--- config.mk ---
export PLATFORM = sky130hd
export DESIGN_NAME = dual_score_seven_segment_encoder
export DESIGN_NICKNAME = d
export VERILOG_FILES = /design/src/sv/dsse_pkg.sv /design/src/sv/dsse_convert.sv /design/src/sv/dsse_encode.sv /design/src/sv/dsse_serialize.sv /design/src/sv/dual_score_seven_segment_encoder.sv
export SDC_FILE = /design/constraint.sdc
export NUM_CORES = 1
export LEC_CHECK = 0
export BUFFER_PORTS_ARGS = -buffer_cell sky130_fd_sc_hd__buf_4
export CAP_MARGIN = 20
export CELL_PAD_IN_SITES_DETAIL_PLACEMENT = 1
export CELL_PAD_IN_SITES_GLOBAL_PLACEMENT = 1
export CORE_MARGIN = 2
export CORE_UTILIZATION = 54
export DETAILED_ROUTE_END_ITERATION = 12
export PLACE_DENSITY_LB_ADDON = 0.1
export SLEW_MARGIN = 20
export SYNTH_ARGS = -nofsm -noshare
export SYNTH_HDL_FRONTEND = slang
export SYNTH_HIERARCHICAL = 1
export SYNTH_SLANG_ARGS = --single-unit
--- constraint.sdc ---
create_clock -name clk -period 11.8 [get_ports clk]
set_input_delay 1.18 -clock clk [delete_from_list [all_inputs] [get_ports clk]]
set_output_delay 1.18 -clock clk [all_outputs]
set_load 0.05 [all_outputs]
--- src/sv/dsse_pkg.sv ---
// ----------------------------------------------------------------------------
// dsse_pkg
// Shared widths, seven-segment font and pipeline types for the dual score
// seven-segment encoder.
// ----------------------------------------------------------------------------
package dsse_pkg;

	localparam int DIGITS_DEFAULT = 4;
	localparam int VALUE_W        = 16;
	localparam int BCD_DIGITS     = 5;
	localparam int BCD_W          = 4 * BCD_DIGITS;
	localparam int SEG_W          = 8;
	localparam int S_TDATA_W      = 40;
	localparam int DD_STEPS       = 8;

	localparam logic [SEG_W-1:0] SEG_BLANK      = 8'hFF;
	localparam logic [SEG_W-1:0] SEG_POINT_MASK = 8'h7F;

	// double dabble state: bcd digits above the remaining binary bits
	typedef struct packed {
		logic [BCD_W-1:0]   bcd;
		logic [VALUE_W-1:0] bin;
	} dsse_dd_t;

	typedef struct packed {
		dsse_dd_t   first;
		dsse_dd_t   second;
		logic       first_blank;
		logic       second_blank;
		logic       point_enable;
		logic [2:0] point_position;
	} dsse_work_t;

	// active-low common-anode font, bit 7 is the point
	function automatic logic [SEG_W-1:0] seg_font(input logic [3:0] digit);
		logic [SEG_W-1:0] pat;
		case (digit)
			4'd0:    pat = 8'hC0;
			4'd1:    pat = 8'hF9;
			4'd2:    pat = 8'hA4;
			4'd3:    pat = 8'hB0;
			4'd4:    pat = 8'h99;
			4'd5:    pat = 8'h92;
			4'd6:    pat = 8'h82;
			4'd7:    pat = 8'hF8;
			4'd8:    pat = 8'h80;
			4'd9:    pat = 8'h90;
			default: pat = SEG_BLANK;
		endcase
		return pat;
	endfunction

endpackage

--- src/sv/dsse_convert.sv ---
// ----------------------------------------------------------------------------
// dsse_convert
// Two-stage binary to bcd conversion of both scores, eight double dabble
// steps per stage, with valid/ready flow control between stages.
// ----------------------------------------------------------------------------
module dsse_convert (
	input  logic                clk,
	input  logic                arst_n,
	input  logic                in_valid,
	output logic                in_ready,
	input  dsse_pkg::dsse_work_t in_work,
	output logic                out_valid,
	input  logic                out_ready,
	output dsse_pkg::dsse_work_t out_work
);

	function automatic dsse_pkg::dsse_dd_t dd_step(input dsse_pkg::dsse_dd_t x);
		logic [dsse_pkg::BCD_W-1:0] b;
		dsse_pkg::dsse_dd_t         y;
		b = x.bcd;
		for (int d = 0; d < dsse_pkg::BCD_DIGITS; d++) begin
			if (b[4*d +: 4] >= 4'd5) begin
				b[4*d +: 4] = b[4*d +: 4] + 4'd3;
			end
		end
		y.bcd = {b[dsse_pkg::BCD_W-2:0], x.bin[dsse_pkg::VALUE_W-1]};
		y.bin = {x.bin[dsse_pkg::VALUE_W-2:0], 1'b0};
		return y;
	endfunction

	function automatic dsse_pkg::dsse_work_t dd_half(input dsse_pkg::dsse_work_t w);
		dsse_pkg::dsse_work_t r;
		r = w;
		for (int s = 0; s < dsse_pkg::DD_STEPS; s++) begin
			r.first  = dd_step(r.first);
			r.second = dd_step(r.second);
		end
		return r;
	endfunction

	logic                 valid_s1;
	logic                 valid_s2;
	logic                 ready_s1;
	logic                 ready_s2;
	dsse_pkg::dsse_work_t work_s1;
	dsse_pkg::dsse_work_t work_s2;

	assign ready_s2  = !valid_s2 || out_ready;
	assign ready_s1  = !valid_s1 || ready_s2;
	assign in_ready  = ready_s1;
	assign out_valid = valid_s2;
	assign out_work  = work_s2;

	always_ff @(posedge clk or negedge arst_n) begin
		if (!arst_n) begin
			valid_s1 <= 1'b0;
			valid_s2 <= 1'b0;
		end else begin
			if (ready_s1) begin
				valid_s1 <= in_valid;
			end
			if (ready_s2) begin
				valid_s2 <= valid_s1;
			end
		end
	end

	always_ff @(posedge clk) begin
		if (ready_s1 && in_valid) begin
			work_s1 <= dd_half(in_work);
		end
		if (ready_s2 && valid_s1) begin
			work_s2 <= dd_half(work_s1);
		end
	end

endmodule

--- src/sv/dsse_encode.sv ---
// ----------------------------------------------------------------------------
// dsse_encode
// Font lookup, blanking and decimal point for all digits of a frame, one
// register stage.
// ----------------------------------------------------------------------------
module dsse_encode #(
	parameter int DIGITS = dsse_pkg::DIGITS_DEFAULT
) (
	input  logic                                      clk,
	input  logic                                      arst_n,
	input  logic                                      in_valid,
	output logic                                      in_ready,
	input  dsse_pkg::dsse_work_t                      in_work,
	output logic                                      out_valid,
	input  logic                                      out_ready,
	output logic [2*DIGITS-1:0][dsse_pkg::SEG_W-1:0]  out_frame
);

	logic                                     valid_s3;
	logic                                     ready_s3;
	logic [2*DIGITS-1:0][dsse_pkg::SEG_W-1:0] frame_s3;
	logic [2*DIGITS-1:0][dsse_pkg::SEG_W-1:0] frame_d;

	always_comb begin
		for (int i = 0; i < DIGITS; i++) begin
			logic [dsse_pkg::SEG_W-1:0] mask;
			mask = (in_work.point_enable && in_work.point_position == 3'(i)) ?
				dsse_pkg::SEG_POINT_MASK : dsse_pkg::SEG_BLANK;
			frame_d[i] = in_work.second_blank ? dsse_pkg::SEG_BLANK :
				(dsse_pkg::seg_font(in_work.second.bcd[4*i +: 4]) & mask);
			frame_d[DIGITS + i] = in_work.first_blank ? dsse_pkg::SEG_BLANK :
				(dsse_pkg::seg_font(in_work.first.bcd[4*i +: 4]) & mask);
		end
	end

	assign ready_s3  = !valid_s3 || out_ready;
	assign in_ready  = ready_s3;
	assign out_valid = valid_s3;
	assign out_frame = frame_s3;

	always_ff @(posedge clk or negedge arst_n) begin
		if (!arst_n) begin
			valid_s3 <= 1'b0;
		end else if (ready_s3) begin
			valid_s3 <= in_valid;
		end
	end

	always_ff @(posedge clk) begin
		if (ready_s3 && in_valid) begin
			frame_s3 <= frame_d;
		end
	end

endmodule

--- src/sv/dsse_serialize.sv ---
// ----------------------------------------------------------------------------
// dsse_serialize
// Output register that shifts a frame out one byte per item, with display
// select and last flag, taking the next frame as the last byte leaves.
// ----------------------------------------------------------------------------
module dsse_serialize #(
	parameter int DIGITS = dsse_pkg::DIGITS_DEFAULT
) (
	input  logic                                     clk,
	input  logic                                     arst_n,
	input  logic                                     in_valid,
	output logic                                     in_ready,
	input  logic [2*DIGITS-1:0][dsse_pkg::SEG_W-1:0] in_frame,
	output logic                                     out_valid,
	input  logic                                     out_ready,
	output logic [dsse_pkg::SEG_W-1:0]               out_pattern,
	output logic                                     out_select,
	output logic                                     out_last
);

	localparam int NBYTES = 2 * DIGITS;
	localparam int CNT_W  = (NBYTES > 1) ? $clog2(NBYTES) : 1;

	logic                                     valid_q;
	logic [CNT_W-1:0]                         count_q;
	logic [NBYTES-1:0][dsse_pkg::SEG_W-1:0]   frame_q;
	logic                                     last;
	logic                                     load;

	assign last        = count_q == CNT_W'(NBYTES - 1);
	assign in_ready    = !valid_q || (out_ready && last);
	assign load        = in_ready && in_valid;
	assign out_valid   = valid_q;
	assign out_pattern = frame_q[0];
	assign out_select  = count_q >= CNT_W'(DIGITS);
	assign out_last    = last;

	always_ff @(posedge clk or negedge arst_n) begin
		if (!arst_n) begin
			valid_q <= 1'b0;
			count_q <= '0;
		end else if (load) begin
			valid_q <= 1'b1;
			count_q <= '0;
		end else if (valid_q && out_ready) begin
			if (last) begin
				valid_q <= 1'b0;
				count_q <= '0;
			end else begin
				count_q <= count_q + 1'b1;
			end
		end
	end

	always_ff @(posedge clk) begin
		if (load) begin
			frame_q <= in_frame;
		end else if (valid_q && out_ready) begin
			for (int i = 0; i < NBYTES - 1; i++) begin
				frame_q[i] <= frame_q[i+1];
			end
		end
	end

endmodule

--- src/sv/dual_score_seven_segment_encoder.sv ---
// ----------------------------------------------------------------------------
// dual_score_seven_segment_encoder
// Turns two scores into a frame of active-low seven-segment bytes for a
// daisy-chained display.
//
// The slave channel takes one item per update: both scores, their blank
// flags and the decimal point setting. The master channel gives 2*DIGITS
// items per update, one byte each: the second score's digits units first,
// then the first score's digits units first. tuser marks first-score bytes
// and tlast flags the final byte of the frame, when the chain is latched.
// The item passes two bcd conversion stages and one font stage before the
// output register, which puts its first byte on m_tdata. A frame leaves at
// one byte per cycle while m_tready is held high; the output register is
// the limit. The next update is taken as the last byte of the current
// frame leaves, and up to three more wait in the stages behind it. When
// the receiver stalls, the current byte holds and the stages fill, then
// s_tready drops. Reset empties every stage and drops m_tvalid; no frame
// is pending afterwards.
// ----------------------------------------------------------------------------
module dual_score_seven_segment_encoder #(
	parameter int DIGITS = dsse_pkg::DIGITS_DEFAULT
) (
	input  logic                              clk,
	input  logic                              arst_n,
	input  logic                              s_tvalid,
	output logic                              s_tready,
	// first_value[15:0], first_blank, second_value, second_blank,
	// point_enable, point_position[2:0], zero pad
	input  logic [dsse_pkg::S_TDATA_W-1:0]    s_tdata,
	output logic                              m_tvalid,
	input  logic                              m_tready,
	// segment_pattern[7:0]
	output logic [dsse_pkg::SEG_W-1:0]        m_tdata,
	// display_select
	output logic                              m_tuser,
	output logic                              m_tlast
);

	dsse_pkg::dsse_work_t                     in_work;
	dsse_pkg::dsse_work_t                     conv_work;
	logic                                     conv_valid;
	logic                                     conv_ready;
	logic                                     enc_valid;
	logic                                     enc_ready;
	logic [2*DIGITS-1:0][dsse_pkg::SEG_W-1:0] enc_frame;

	always_comb begin
		in_work.first.bcd      = '0;
		in_work.first.bin      = s_tdata[15:0];
		in_work.first_blank    = s_tdata[16];
		in_work.second.bcd     = '0;
		in_work.second.bin     = s_tdata[32:17];
		in_work.second_blank   = s_tdata[33];
		in_work.point_enable   = s_tdata[34];
		in_work.point_position = s_tdata[37:35];
	end

	dsse_convert u_convert (
		.clk       (clk),
		.arst_n    (arst_n),
		.in_valid  (s_tvalid),
		.in_ready  (s_tready),
		.in_work   (in_work),
		.out_valid (conv_valid),
		.out_ready (conv_ready),
		.out_work  (conv_work)
	);

	dsse_encode #(
		.DIGITS (DIGITS)
	) u_encode (
		.clk       (clk),
		.arst_n    (arst_n),
		.in_valid  (conv_valid),
		.in_ready  (conv_ready),
		.in_work   (conv_work),
		.out_valid (enc_valid),
		.out_ready (enc_ready),
		.out_frame (enc_frame)
	);

	dsse_serialize #(
		.DIGITS (DIGITS)
	) u_serialize (
		.clk         (clk),
		.arst_n      (arst_n),
		.in_valid    (enc_valid),
		.in_ready    (enc_ready),
		.in_frame    (enc_frame),
		.out_valid   (m_tvalid),
		.out_ready   (m_tready),
		.out_pattern (m_tdata),
		.out_select  (m_tuser),
		.out_last    (m_tlast)
	);

endmodule
## Word-level counts from Yosys, hierarchy flattened

Memories as Yosys holds them, arrays and structs flattened. A register that Yosys moved wholly into a read port is not among the register bits.
Index checks and enable logic that the tools add are counted.

| operators by class | value |
|---|---|
| add/sub/neg operators | 119 |
| eq/ne operators | 4 |
| magnitude comparators | 119 |
| reductions and logical operators | 22 |
| bitwise logic cells | 8 |
| muxes and demuxes | 239 |

Operator list:

| kind | number |
|---|---|
| 4-bit two-way mux | 209 |
| 4-bit by 3-bit greater-or-equal comparator with 1-bit output, second input constant | 118 |
| 4-bit by 2-bit adder with 4-bit output, second input constant | 107 |
| 56-bit two-way mux | 2 |
| 8-bit AND | 8 |
| 3-bit two-way mux | 21 |
| 3-bit by 2-bit adder with 3-bit output, second input constant | 11 |
| 8-bit two-way mux | 4 |
| 1-bit logical AND | 10 |
| 3-bit by 2-bit equality test with 1-bit output, second input constant | 2 |
| 1-bit logical NOT | 4 |
| 1-bit logical OR | 4 |
| 2-bit nonzero test | 2 |
| 3-bit by 1-bit adder with 3-bit output, second input constant | 1 |
| 3-bit by 1-bit equality test with 1-bit output, second input constant | 1 |
| 3-bit equality test, second input constant | 1 |
| 3-bit greater-or-equal comparator, second input constant | 1 |
| 3-bit logical NOT | 1 |
| 1-bit two-way mux | 3 |
| 2-bit AND reduction | 1 |

| word-level totals | value |
|---|---|
| memories | 8 |
| ROM bits | 896 |
| input port bits | 44 |
| bits in registers | 235 |
| logic and storage cells | 554 |
| output and inout bits | 12 |

Memory list:

| name | depth | bits a word | read ports | clocked after Yosys merged registers in | wr ports | line | source |
|---|---|---|---|---|---|---|---|
| (name not given) | 16 | 7 | 1 | 1 | 0 | dsse_pkg.sv:37 | `case (digit)` |
| (name not given) | 16 | 7 | 1 | 1 | 0 | dsse_pkg.sv:37 |  |
| (name not given) | 16 | 7 | 1 | 1 | 0 | dsse_pkg.sv:37 |  |
| (name not given) | 16 | 7 | 1 | 1 | 0 | dsse_pkg.sv:37 |  |
| (name not given) | 16 | 7 | 1 | 1 | 0 | dsse_pkg.sv:37 |  |
| (name not given) | 16 | 7 | 1 | 1 | 0 | dsse_pkg.sv:37 |  |
| +2 memories | -- | -- | -- | -- | -- | -- |  |

## Depth between registers and ports, before layout

Gate-level depths: netlist of the first run.

| logic depth | value |
|---|---|
| word-level depth | 28 |
| gate-level depth with buffers | 37 |
| gate-level depth less buffers | 36 |

## Cells and area by module

Netlist of the first run, hierarchy kept.

Modules (own cells, without submodules):

| module | sequential area each (um^2) | times used | area an instance (um^2) | cells an instance |
|---|---|---|---|---|
| dsse_convert | 3293.2 | 1 | 24471.0 | 3344 |
| dsse_encode | 1946.9 | 1 | 3753.6 | 346 |
| dsse_serialize | 2021.9 | 1 | 3079.2 | 163 |
| dual_score_seven_segment_encoder | 0.0 | 1 | 3.8 | 1 |

## Worst setup path before layout of the first run

Ideal clock, no wire load.

| timing | value |
|---|---|
| path type | flip-flop to flip-flop |
| start | register u_convert/work_s1[30] (netlist name) |
| end | register u_convert.work_s2 (netlist bit u_convert/out_work[36]), data pin |
| arrival time | 6876 ps |
| stages on the path, launching flop included | 33 |
| slack | 4665 ps |
| library setup time | 259 ps |
| required time | 11541 ps |
| clock period less this slack | 7135 ps |
| path buffers | 2 |
| cells stage by stage | edfxtp_1 > inv_1 > ha_1 > nor2b_4 > o21a_4 > xnor2_2 > inv_2 > ha_1 > a21boi_0 > o22ai_1 > o221ai_4 > o21a_1 > buf_4 > a31oi_1 > ha_1 > maj3_1 > o21a_1 > or3_1 > a21boi_2 > inv_1 > ha_1 > o21ai_1 > and3_1 > buf_4 > mux2i_4 > xnor2_2 > inv_2 > ha_1 > maj3_1 > a2111oi_2 > or2_1 > nor2_1 > a211o_1 |

| between the ends | value |
|---|---|
| word-level cells in the longest chain between the ends | 23 |
| elaborated cells between the ends (all ways) | 55 |
| those cells by class | add/sub (14); order compare (14); mux (27) |

RTL lines:

| item | line | source |
|---|---|---|
| start: declaration | dsse_convert.sv:45 | `dsse_pkg::dsse_work_t work_s1;` |
| start signal: assignment | dsse_convert.sv:70 | `work_s1 <= dd_half(in_work);` |
| 4-bit by 2-bit adder with 4-bit output or 4-bit by 3-bit greater-or-equal comparator with 1-bit output (tied branches) | dsse_convert.sv:23, dsse_convert.sv:22 |  |
| 4-bit two-way mux (*) | dsse_convert.sv:22 | `if (b[4*d +: 4] >= 4'd5) begin` |
| 4-bit two-way mux (*) | dsse_convert.sv:72 | `if (ready_s2 && valid_s1) begin` |
| 4-bit by 2-bit adder with 4-bit output or 4-bit by 3-bit greater-or-equal comparator with 1-bit output (tied branches) | dsse_convert.sv:23, dsse_convert.sv:22 |  |
| 4-bit two-way mux | dsse_convert.sv:22 |  |
| 4-bit two-way mux | dsse_convert.sv:72 |  |
| 4-bit by 2-bit adder with 4-bit output or 4-bit by 3-bit greater-or-equal comparator with 1-bit output (tied branches) | dsse_convert.sv:23, dsse_convert.sv:22 |  |
| 4-bit two-way mux | dsse_convert.sv:22 |  |
| [... 7 more ...] | -- |  |
| 4-bit by 2-bit adder with 4-bit output or 4-bit by 3-bit greater-or-equal comparator with 1-bit output (tied branches) | dsse_convert.sv:23, dsse_convert.sv:22 |  |
| 4-bit two-way mux | dsse_convert.sv:22 |  |
| 4-bit two-way mux | dsse_convert.sv:72 |  |
| 4-bit by 2-bit adder with 4-bit output, or another cell as far along | dsse_convert.sv:23 | `b[4*d +: 4] = b[4*d +: 4] + 4'd3;` |
| 4-bit two-way mux or 3-bit two-way mux (tied branches) | dsse_convert.sv:22 |  |
| 4-bit two-way mux or 3-bit two-way mux (tied branches) | dsse_convert.sv:72 |  |
| 4-bit by 3-bit greater-or-equal comparator with 1-bit output or 3-bit by 2-bit adder with 3-bit output (tied branches) | dsse_convert.sv:22, dsse_convert.sv:23 |  |
| 3-bit two-way mux (*) | dsse_convert.sv:22 |  |
| end signal: assignment | dsse_convert.sv:73 | `work_s2 <= dd_half(work_s1);` |
| end: declaration | dsse_convert.sv:46 | `dsse_pkg::dsse_work_t work_s2;` |

Mark *: on every way between the ends. The rest lies on a longest branch, timed or not. The select of a mux whose other input is x is not followed.
A chain may end at the register's enable or synchronous reset.

## Worst setup path in the final report of the first run

| timing | value |
|---|---|
| start | register u_convert/work_s1[22] (netlist name) |
| end | register u_convert.work_s2 (netlist bit u_convert/out_work[36]), data pin |

| between the ends | value |
|---|---|
| word-level cells in the longest chain between the ends | 23 |
| elaborated cells between the ends (all ways) | 79 |
| those cells by class | add/sub (20); order compare (20); mux (39) |

RTL lines:

| item | line |
|---|---|
| 4-bit by 2-bit adder with 4-bit output or 4-bit by 3-bit greater-or-equal comparator with 1-bit output (tied branches) | dsse_convert.sv:23, dsse_convert.sv:22 |
| 4-bit two-way mux (*) | dsse_convert.sv:22 |
| 4-bit two-way mux (*) | dsse_convert.sv:72 |
| 4-bit by 2-bit adder with 4-bit output or 4-bit by 3-bit greater-or-equal comparator with 1-bit output (tied branches) | dsse_convert.sv:23, dsse_convert.sv:22 |
| 4-bit two-way mux | dsse_convert.sv:22 |
| 4-bit two-way mux | dsse_convert.sv:72 |
| 4-bit by 2-bit adder with 4-bit output or 4-bit by 3-bit greater-or-equal comparator with 1-bit output (tied branches) | dsse_convert.sv:23, dsse_convert.sv:22 |
| 4-bit two-way mux | dsse_convert.sv:22 |
| [... 7 more ...] | -- |
| 4-bit by 2-bit adder with 4-bit output or 4-bit by 3-bit greater-or-equal comparator with 1-bit output (tied branches) | dsse_convert.sv:23, dsse_convert.sv:22 |
| 4-bit two-way mux | dsse_convert.sv:22 |
| 4-bit two-way mux | dsse_convert.sv:72 |
| 4-bit by 2-bit adder with 4-bit output, or another cell as far along | dsse_convert.sv:23 |
| 4-bit two-way mux or 3-bit two-way mux (tied branches) | dsse_convert.sv:22 |
| 4-bit two-way mux or 3-bit two-way mux (tied branches) | dsse_convert.sv:72 |
| 4-bit by 3-bit greater-or-equal comparator with 1-bit output or 3-bit by 2-bit adder with 3-bit output (tied branches) | dsse_convert.sv:22, dsse_convert.sv:23 |
| 3-bit two-way mux (*) | dsse_convert.sv:22 |

Marks and branches as above.

==> results of run 1 <==
## sequential cells by signal, summed over array words and instances (netlist names)
signal / flops
u_convert/out_valid: 1
u_convert/out_work: 38
u_convert/valid_s1: 1
u_convert/work_s1: 54
u_encode/out_frame: 64
u_encode/out_valid: 1
u_serialize/count_q: 3
u_serialize/frame_q: 56
u_serialize/out_pattern: 8
u_serialize/out_valid: 1
## final cells by class
class	instances	area (um^2)
Timing Repair Buffer	58	435.4
Clock buffer	30	644.4
Sequential cell	227	6782
Clock inverter	13	98.84
Inverter	175	656.9
Tap cell	664	830.8
Multi-Input combinational cell	2764	18720
Fill cell	5918	20580
## worst max path at each step
stage	start	slack, ns	cells after the start	to
3_3_place_gp	u_convert/work_s1[22]$_DFFE_PP_	3.84	31	u_convert/out_work[36]$_DFFE_PP_
6_report	u_convert/work_s1[22]$_DFFE_PP_	3.53	31	u_convert/out_work[36]$_DFFE_PP_
2_1_floorplan	u_convert/work_s1[30]$_DFFE_PP_	4.71	32	u_convert/out_work[36]$_DFFE_PP_
5_1_grt	u_convert/work_s1[22]$_DFFE_PP_	2.92	31	u_convert/out_work[36]$_DFFE_PP_
3_5_place_dp	u_convert/work_s1[22]$_DFFE_PP_	3.57	31	u_convert/out_work[36]$_DFFE_PP_
4_1_cts	u_convert/work_s1[22]$_DFFE_PP_	3.54	31	u_convert/out_work[36]$_DFFE_PP_
## power by group
| part | leakage (uW) | switching [uW] | internal (uW) |
|---|---|---|---|
| logic | 0.00819 | 4210 | 2760 |
| clock network | 0.000353 | 336 | 410 |
| registers | 0.00207 | 73.0 | 1190 |
## per-stage QoR
stage,std cells,hold WS (ns)
global placement,3888,0.4030
CTS,3931,0.4196
floorplan,3345,0.4003
global route,3931,0.4246
finish,3931,0.4171
detailed placement,3888,0.4052
## layer usage
metal  GRT usage (%)  routed length [um]  up-vias
li1                -                   -    12180
met1           32.89               30840    12210
met2           54.52               38920      310
met3           1.952                1509       99
met4           6.494                1354        0
met5               0                   0        -
==> key figures, run 1 <==
Worst setup path
  • Worst EP required: 12.11 ns
  • CP startpoint kind: flop
  • Slowest CP cell: edfxtp_1
  • Reg2Reg Depth: 31
  • R2r startpoint: u_convert/work_s1[22]$_DFFE_PP_
  • Flop-to-flop setup slack: 3.53 ns
  • CP delay by family, top: compound AO/OA/AOI/OAI gates
  • Crit. End Element: flop
  • Worst r2r dst: u_convert/out_work[36]$_DFFE_PP_
  • Top fanout value on the critical path: 13
  • CP Class: reg2reg
  • Max incr delay on CP: roughly 0.60 ns
  • Top cell by count, worst path: ha_1
  • Buffers & Inverters on Critical Path: 6
  • CP arrival: 8.58 ns

Finish
  • Commonest cells after routing, fill and taps aside: a21oi_1 (274), nand2_1 (240), nor2_1 (230), edfxtp_1 (220), o21ai_0 (179)
  • Share of cells above drive strength 1: between 10% and 20%
  • Util after Layout: 57.78%
  • Antenna cell count: 0
  • Nets: approximately 3400
  • Final instance area: roughly 0.028 mm^2
  • Synth-to-Final Area Change: 6.239%
  • Most common library cell in the layout ignoring fill and taps: a21oi_1

Clocking
  • CTS tree: built
  • Bufs on Longest Clock Path: 3
  • Worst-path clk slew: 0.07 ns
  • CTS Hold Bufs: 0
  • CTS root buf: clkbuf_16
  • CTS sink cnt: roughly 230
  • H-tree levels: 1
  • Post_cts resized: 0
  • CTS Buf Count: 25
  • Clock Latency Late Sink: between 0.5 and 0.6 ns
  • Postcts setup bufs: 0

Timing
  • Max_slew headroom: a little over a tenth
  • Setup Viol. Count Final: 0
  • Worst Max-Slew Pin Slew: approximately 1.3 ns
  • Final period util: between 70% and 80%
  • Final Critical Period: roughly 8.3 ns
  • Skew final: roughly 0.019 ns
  • Final slew viol count: 0
  • Final worst slack: between 3 and 4 ns
  • Achievable Freq: 120.9 MHz
  • Fin. Hold Viols: 0
  • RSZ-0062 raised after global routing: no
  • Final TNS setup: 0 ns

Routing
  • WL final: about 73000 um
  • DR DRC count: 0
  • DR WL/cell: 18.47 um
  • DRT iter0 DRCs: 1248
  • DR pass1 iterations: 5
  • Avg Vias per Cell: between 6 and 7
  • Post-route ant nets: 0
  • Total vias in the final route: about 25000

Die
  • Die Area: ~0.051 mm^2
  • Overall die width: between 200 and 250 um
  • Core footprint: ~0.05 mm^2
  • Initial core utilization: between 50% and 60%
  • Row cnt: roughly 80
  • Die Span Y: ~230 um
  • I/O Pins: 56

Pwr
  • Peak VDD IR: roughly 0.22 mV
  • Power Density: between 300 and 400 mW/mm^2
  • Static Leakage: between 0.01 and 0.015 uW
  • Tot Pwr: 8973 uW

Worst hold path
  • Worst Hold End: u_serialize/frame_q[59]$_DFFE_PP_
  • Hold path cells: 0
  • Worst min-delay path class: reg2reg
  • Hold path startpoint: u_encode/out_frame[59]$_SDFFCE_PP1P_

Synthesis
  • YS warnings: 6
  • Cell Area, Synth: between 0.02 and 0.03 mm^2
  • Mapped Cells: 3213
  • Mapped Avg Cell Area: slightly above 8 um^2

Run
  • Max-Cap Viols: 0

Global route
  • GRT overflow: 0
  • Initial antenna violation count: 0
  • Vias in the first global route: roughly 25000
  • Gr usage total: between 20% and 30%
  • Global-route wire length before repair: 122200 um
  • Largest net degree at the start of global routing: 65

Placement
  • Place WS: roughly 3.6 ns
  • Port Buf Inserts: 53
  • Area after DPL: about 0.027 mm^2
  • Gpl congestion: 0.8740
  • DP HPWL: approximately 53000 um

Run status
  • Status: complete, no violations
(Power assumes the default switching activity.)
==> run 2, diff against run 1 <==
Settings changed: CORE_UTILIZATION 54 to 50.
Clock period 11.8 ns to 8.25 ns, I/O delays scaled along.
==> run 2 against run 1 <==
- sequential share of layout area is 0.11 points lower
- sequential power is 42% higher
- hold slack worse by 0.33 ns
- critical path type unchanged
- critical endpoint unchanged
- highest routed layer unchanged
==> key figures, run 2 (same netlist as run 1, synthesis figures left out) <==
Run status
  • Status: complete, no violations

Worst setup path
  • Worst Setup EP: u_convert/out_work[36]$_DFFE_PP_
  • Slowest CP cell: edfxtp_1
  • R2r startpoint: u_convert/work_s1[23]$_DFFE_PP_
  • Top cell by count, worst path: ha_1
  • CP startpoint: u_convert/work_s1[23]$_DFFE_PP_
  • Worst EP required: 8.54 ns (-3.57 ns)
  • CP arrival: 8.10 ns (-0.48 ns)
  • Reg2Reg Depth: 30 (-3.2%)
  • CP startpoint kind: flop
  • Top fanout value on the critical path: 10 (-3)
  • Crit. End Element: flop
  • Flop-to-flop setup slack: 0.45 ns (-3.08 ns)
  • CP Class: reg2reg
  • Max incr delay on CP: 0.44 ns (-0.16 ns)
  • Worst r2r dst: u_convert/out_work[36]$_DFFE_PP_

Die
  • I/O Pins: 56 (unchanged)
  • Die Span Y: 234.3 um (+3.9%)
  • Core footprint: 0.05245 mm^2 (+7.6%)
  • Overall die width: 234.3 um (+3.9%)
  • Die Area: 0.05488 mm^2 (+7.9%)
  • Row cnt: 84 (+3.7%)
  • Initial core utilization: 50.55% (-3.8 points)

Clocking
  • CTS sink cnt: 227 (unchanged)
  • Bufs on Longest Clock Path: 3 (unchanged)
  • CTS root buf: clkbuf_16
  • Clock Latency Late Sink: 0.54 ns (-0.02 ns)
  • Worst-path clk slew: 0.07 ns (about the same)
  • CTS tree: built
  • CTS Hold Bufs: 0 (unchanged)
  • H-tree levels: 1 (unchanged)
  • CTS Buf Count: 24 (-4.0%)

Pwr
  • Switching pwr: 6560 uW (+42%)
  • Clock share of power: 8.7% (+0.4 points)
  • Static Leakage: 0.01068 uW (+0.60%)
  • Switching power share of the total: 51.01% (-0.45 points)
  • Tot Pwr: 12860 uW (+43%)
  • Sequential share of power: 14.0% (about the same)
  • Peak VDD IR: 0.3639 mV (+62%)
  • Pint: 6300 uW (+45%)
  • Combinational power share: 77.4% (-0.2 points)
  • Power Density: 454.4 mW/mm^2 (+43%)

Timing
  • Achievable Freq: 128.2 MHz (+6.0%)
  • Final slew viol count: 0 (unchanged)
  • Fin. Hold Viols: 0 (unchanged)
  • Skew final: 0.01920 ns (-0.0001952 ns)
  • Final hold slack: 0.08919 ns (-0.3279 ns)
  • Worst Max-Slew Pin Slew: 1.312 ns (-0.02639 ns)
  • Final TNS setup: 0 ns (unchanged)
  • Max_slew headroom: 12.53% (+1.8 points)
  • Final Critical Period: 7.803 ns (-0.4713 ns)
  • RSZ-0062 raised after global routing: no
  • Setup Viol. Count Final: 0 (unchanged)
  • Final period util: 94.59% (+24 points)

Finish
  • Share of cells above drive strength 1: 11.43% (+0.29 points)
  • Most common library cell in the layout ignoring fill and taps: a21oi_1
  • Util after Layout: 53.96% (-3.8 points)
  • Synth-to-Final Area Change: 6.734%
  • Final instance area: 0.02830 mm^2 (+0.47%)
  • Commonest cells after routing, fill and taps aside: a21oi_1 (275), nand2_1 (240), nor2_1 (230), edfxtp_1 (220), o21ai_0 (179)
  • Max reg flops: 64 (unchanged)
  • Antenna cell count: 0 (unchanged)
  • Nets: 3424 (+0.15%)

Placement
  • Port Buf Inserts: 53 (unchanged)
  • Area after DPL: 0.02749 mm^2 (+0.27%)
  • DP HPWL: 53190 um (+0.69%)
  • Gpl congestion: 0.8684 (-0.64%)

Global route
  • Initial antenna violation count: 0 (unchanged)
  • Vias in the first global route: 24980 (-0.71%)
  • Largest net degree at the start of global routing: 65 (unchanged)
  • Global-route wire length before repair: 118900 um (-2.8%)
  • Gr usage total: 25.12% (-2.8 points)
  • GRT overflow: 0 (unchanged)

Routing
  • DR DRC count: 0 (unchanged)
  • DRT iter0 DRCs: 1014 (-19%)
  • Total vias in the final route: 24670 (-0.48%)
  • WL final: 70730 um (-2.6%)
  • Avg Vias per Cell: 6.229 (-1.2%)
  • Post-route ant nets: 0 (unchanged)
  • DR WL/cell: 17.86 um (-3.3%)
  • DR pass1 iterations: 5 (unchanged)

Worst hold path
  • Worst min-delay path class: in2async

Run
  • Max-Cap Viols: 0 (unchanged)
==> run 2: timing repair <==
| item | in CTS | in global routing |
|---|---|---|
| endpoints found under the setup margin | 0 | 1 |
| setup buffers | 0 | 0 |
| resized for setup | 0 | 2 |
==> run 2: how the worst min path moves through the flow <==
stage,start,to,slack [ns],depth (start not counted)
floorplan,u_convert/work_s1[0]$_DFFE_PP_,u_convert/out_work[0]$_DFFE_PP_,0.40,0
global placement,u_convert/work_s1[4]$_DFFE_PP_,u_convert/out_work[4]$_DFFE_PP_,0.40,0
detailed placement,u_convert/work_s1[2]$_DFFE_PP_,u_convert/out_work[2]$_DFFE_PP_,0.41,0
CTS,arst_n,u_serialize/count_q[2]$_DFFE_PN0P_,0.07,1
global route,arst_n,u_serialize/count_q[2]$_DFFE_PN0P_,0.07,1
finish,arst_n,u_serialize/count_q[2]$_DFFE_PN0P_,0.09,1
==> run 2: metal layers <==
metal | routed length, um | global-route usage [%] | vias up
li1 | - | - | 12200
met1 | 30690 | 29.57 | 12140
met2 | 37630 | 49.16 | 250
met3 | 1269 | 1.739 | 80
met4 | 1144 | 5.558 | 0
met5 | 0 | 0 | -
==> run 2: layout make-up <==
class | count | area (um^2)
clock buffer | 26 | 629.4
clock inverter | 17 | 171.4
fill | 6388 | 24150
inverter | 175 | 656.9
multi-input combinational | 2764 | 18720
sequential | 227 | 6782
tap | 688 | 860.8
timing repair buffer | 64 | 480.5
==> run 2: through the flow <==
stage	instances	setup WS [ns]
after floorplan	3345	1.162
after CTS	3961	0.3334
after global routing	3961	0.03749
after global placement	3918	0.6191
final	3961	0.4467
after detailed placement	3918	0.3212
==> run 2: power groups by stage <==
stage          Sequential (uW)  Combinational (uW)  Clock (uW)
2_1_floorplan             1760                8070           0
3_3_place_gp              1800                8790           0
3_5_place_dp              1820                9290           0
4_1_cts                   1800                9350        1140
5_1_grt                   1810               11100        1180
6_report                  1790                9950        1110
==> run 2: critical path: cells and delay by family (launching register included) <==
family | cells | cell delay (ns)
multiplexers | 1 | 0.38
flip-flops | 1 | 0.44
AND/OR/NAND/NOR | 8 | 1.68
XOR/XNOR | 1 | 0.18
buffers and inverters | 5 | 0.53
AO/OA/AOI/OAI | 8 | 2.23
adder cells (fa/ha/maj) | 7 | 2.10
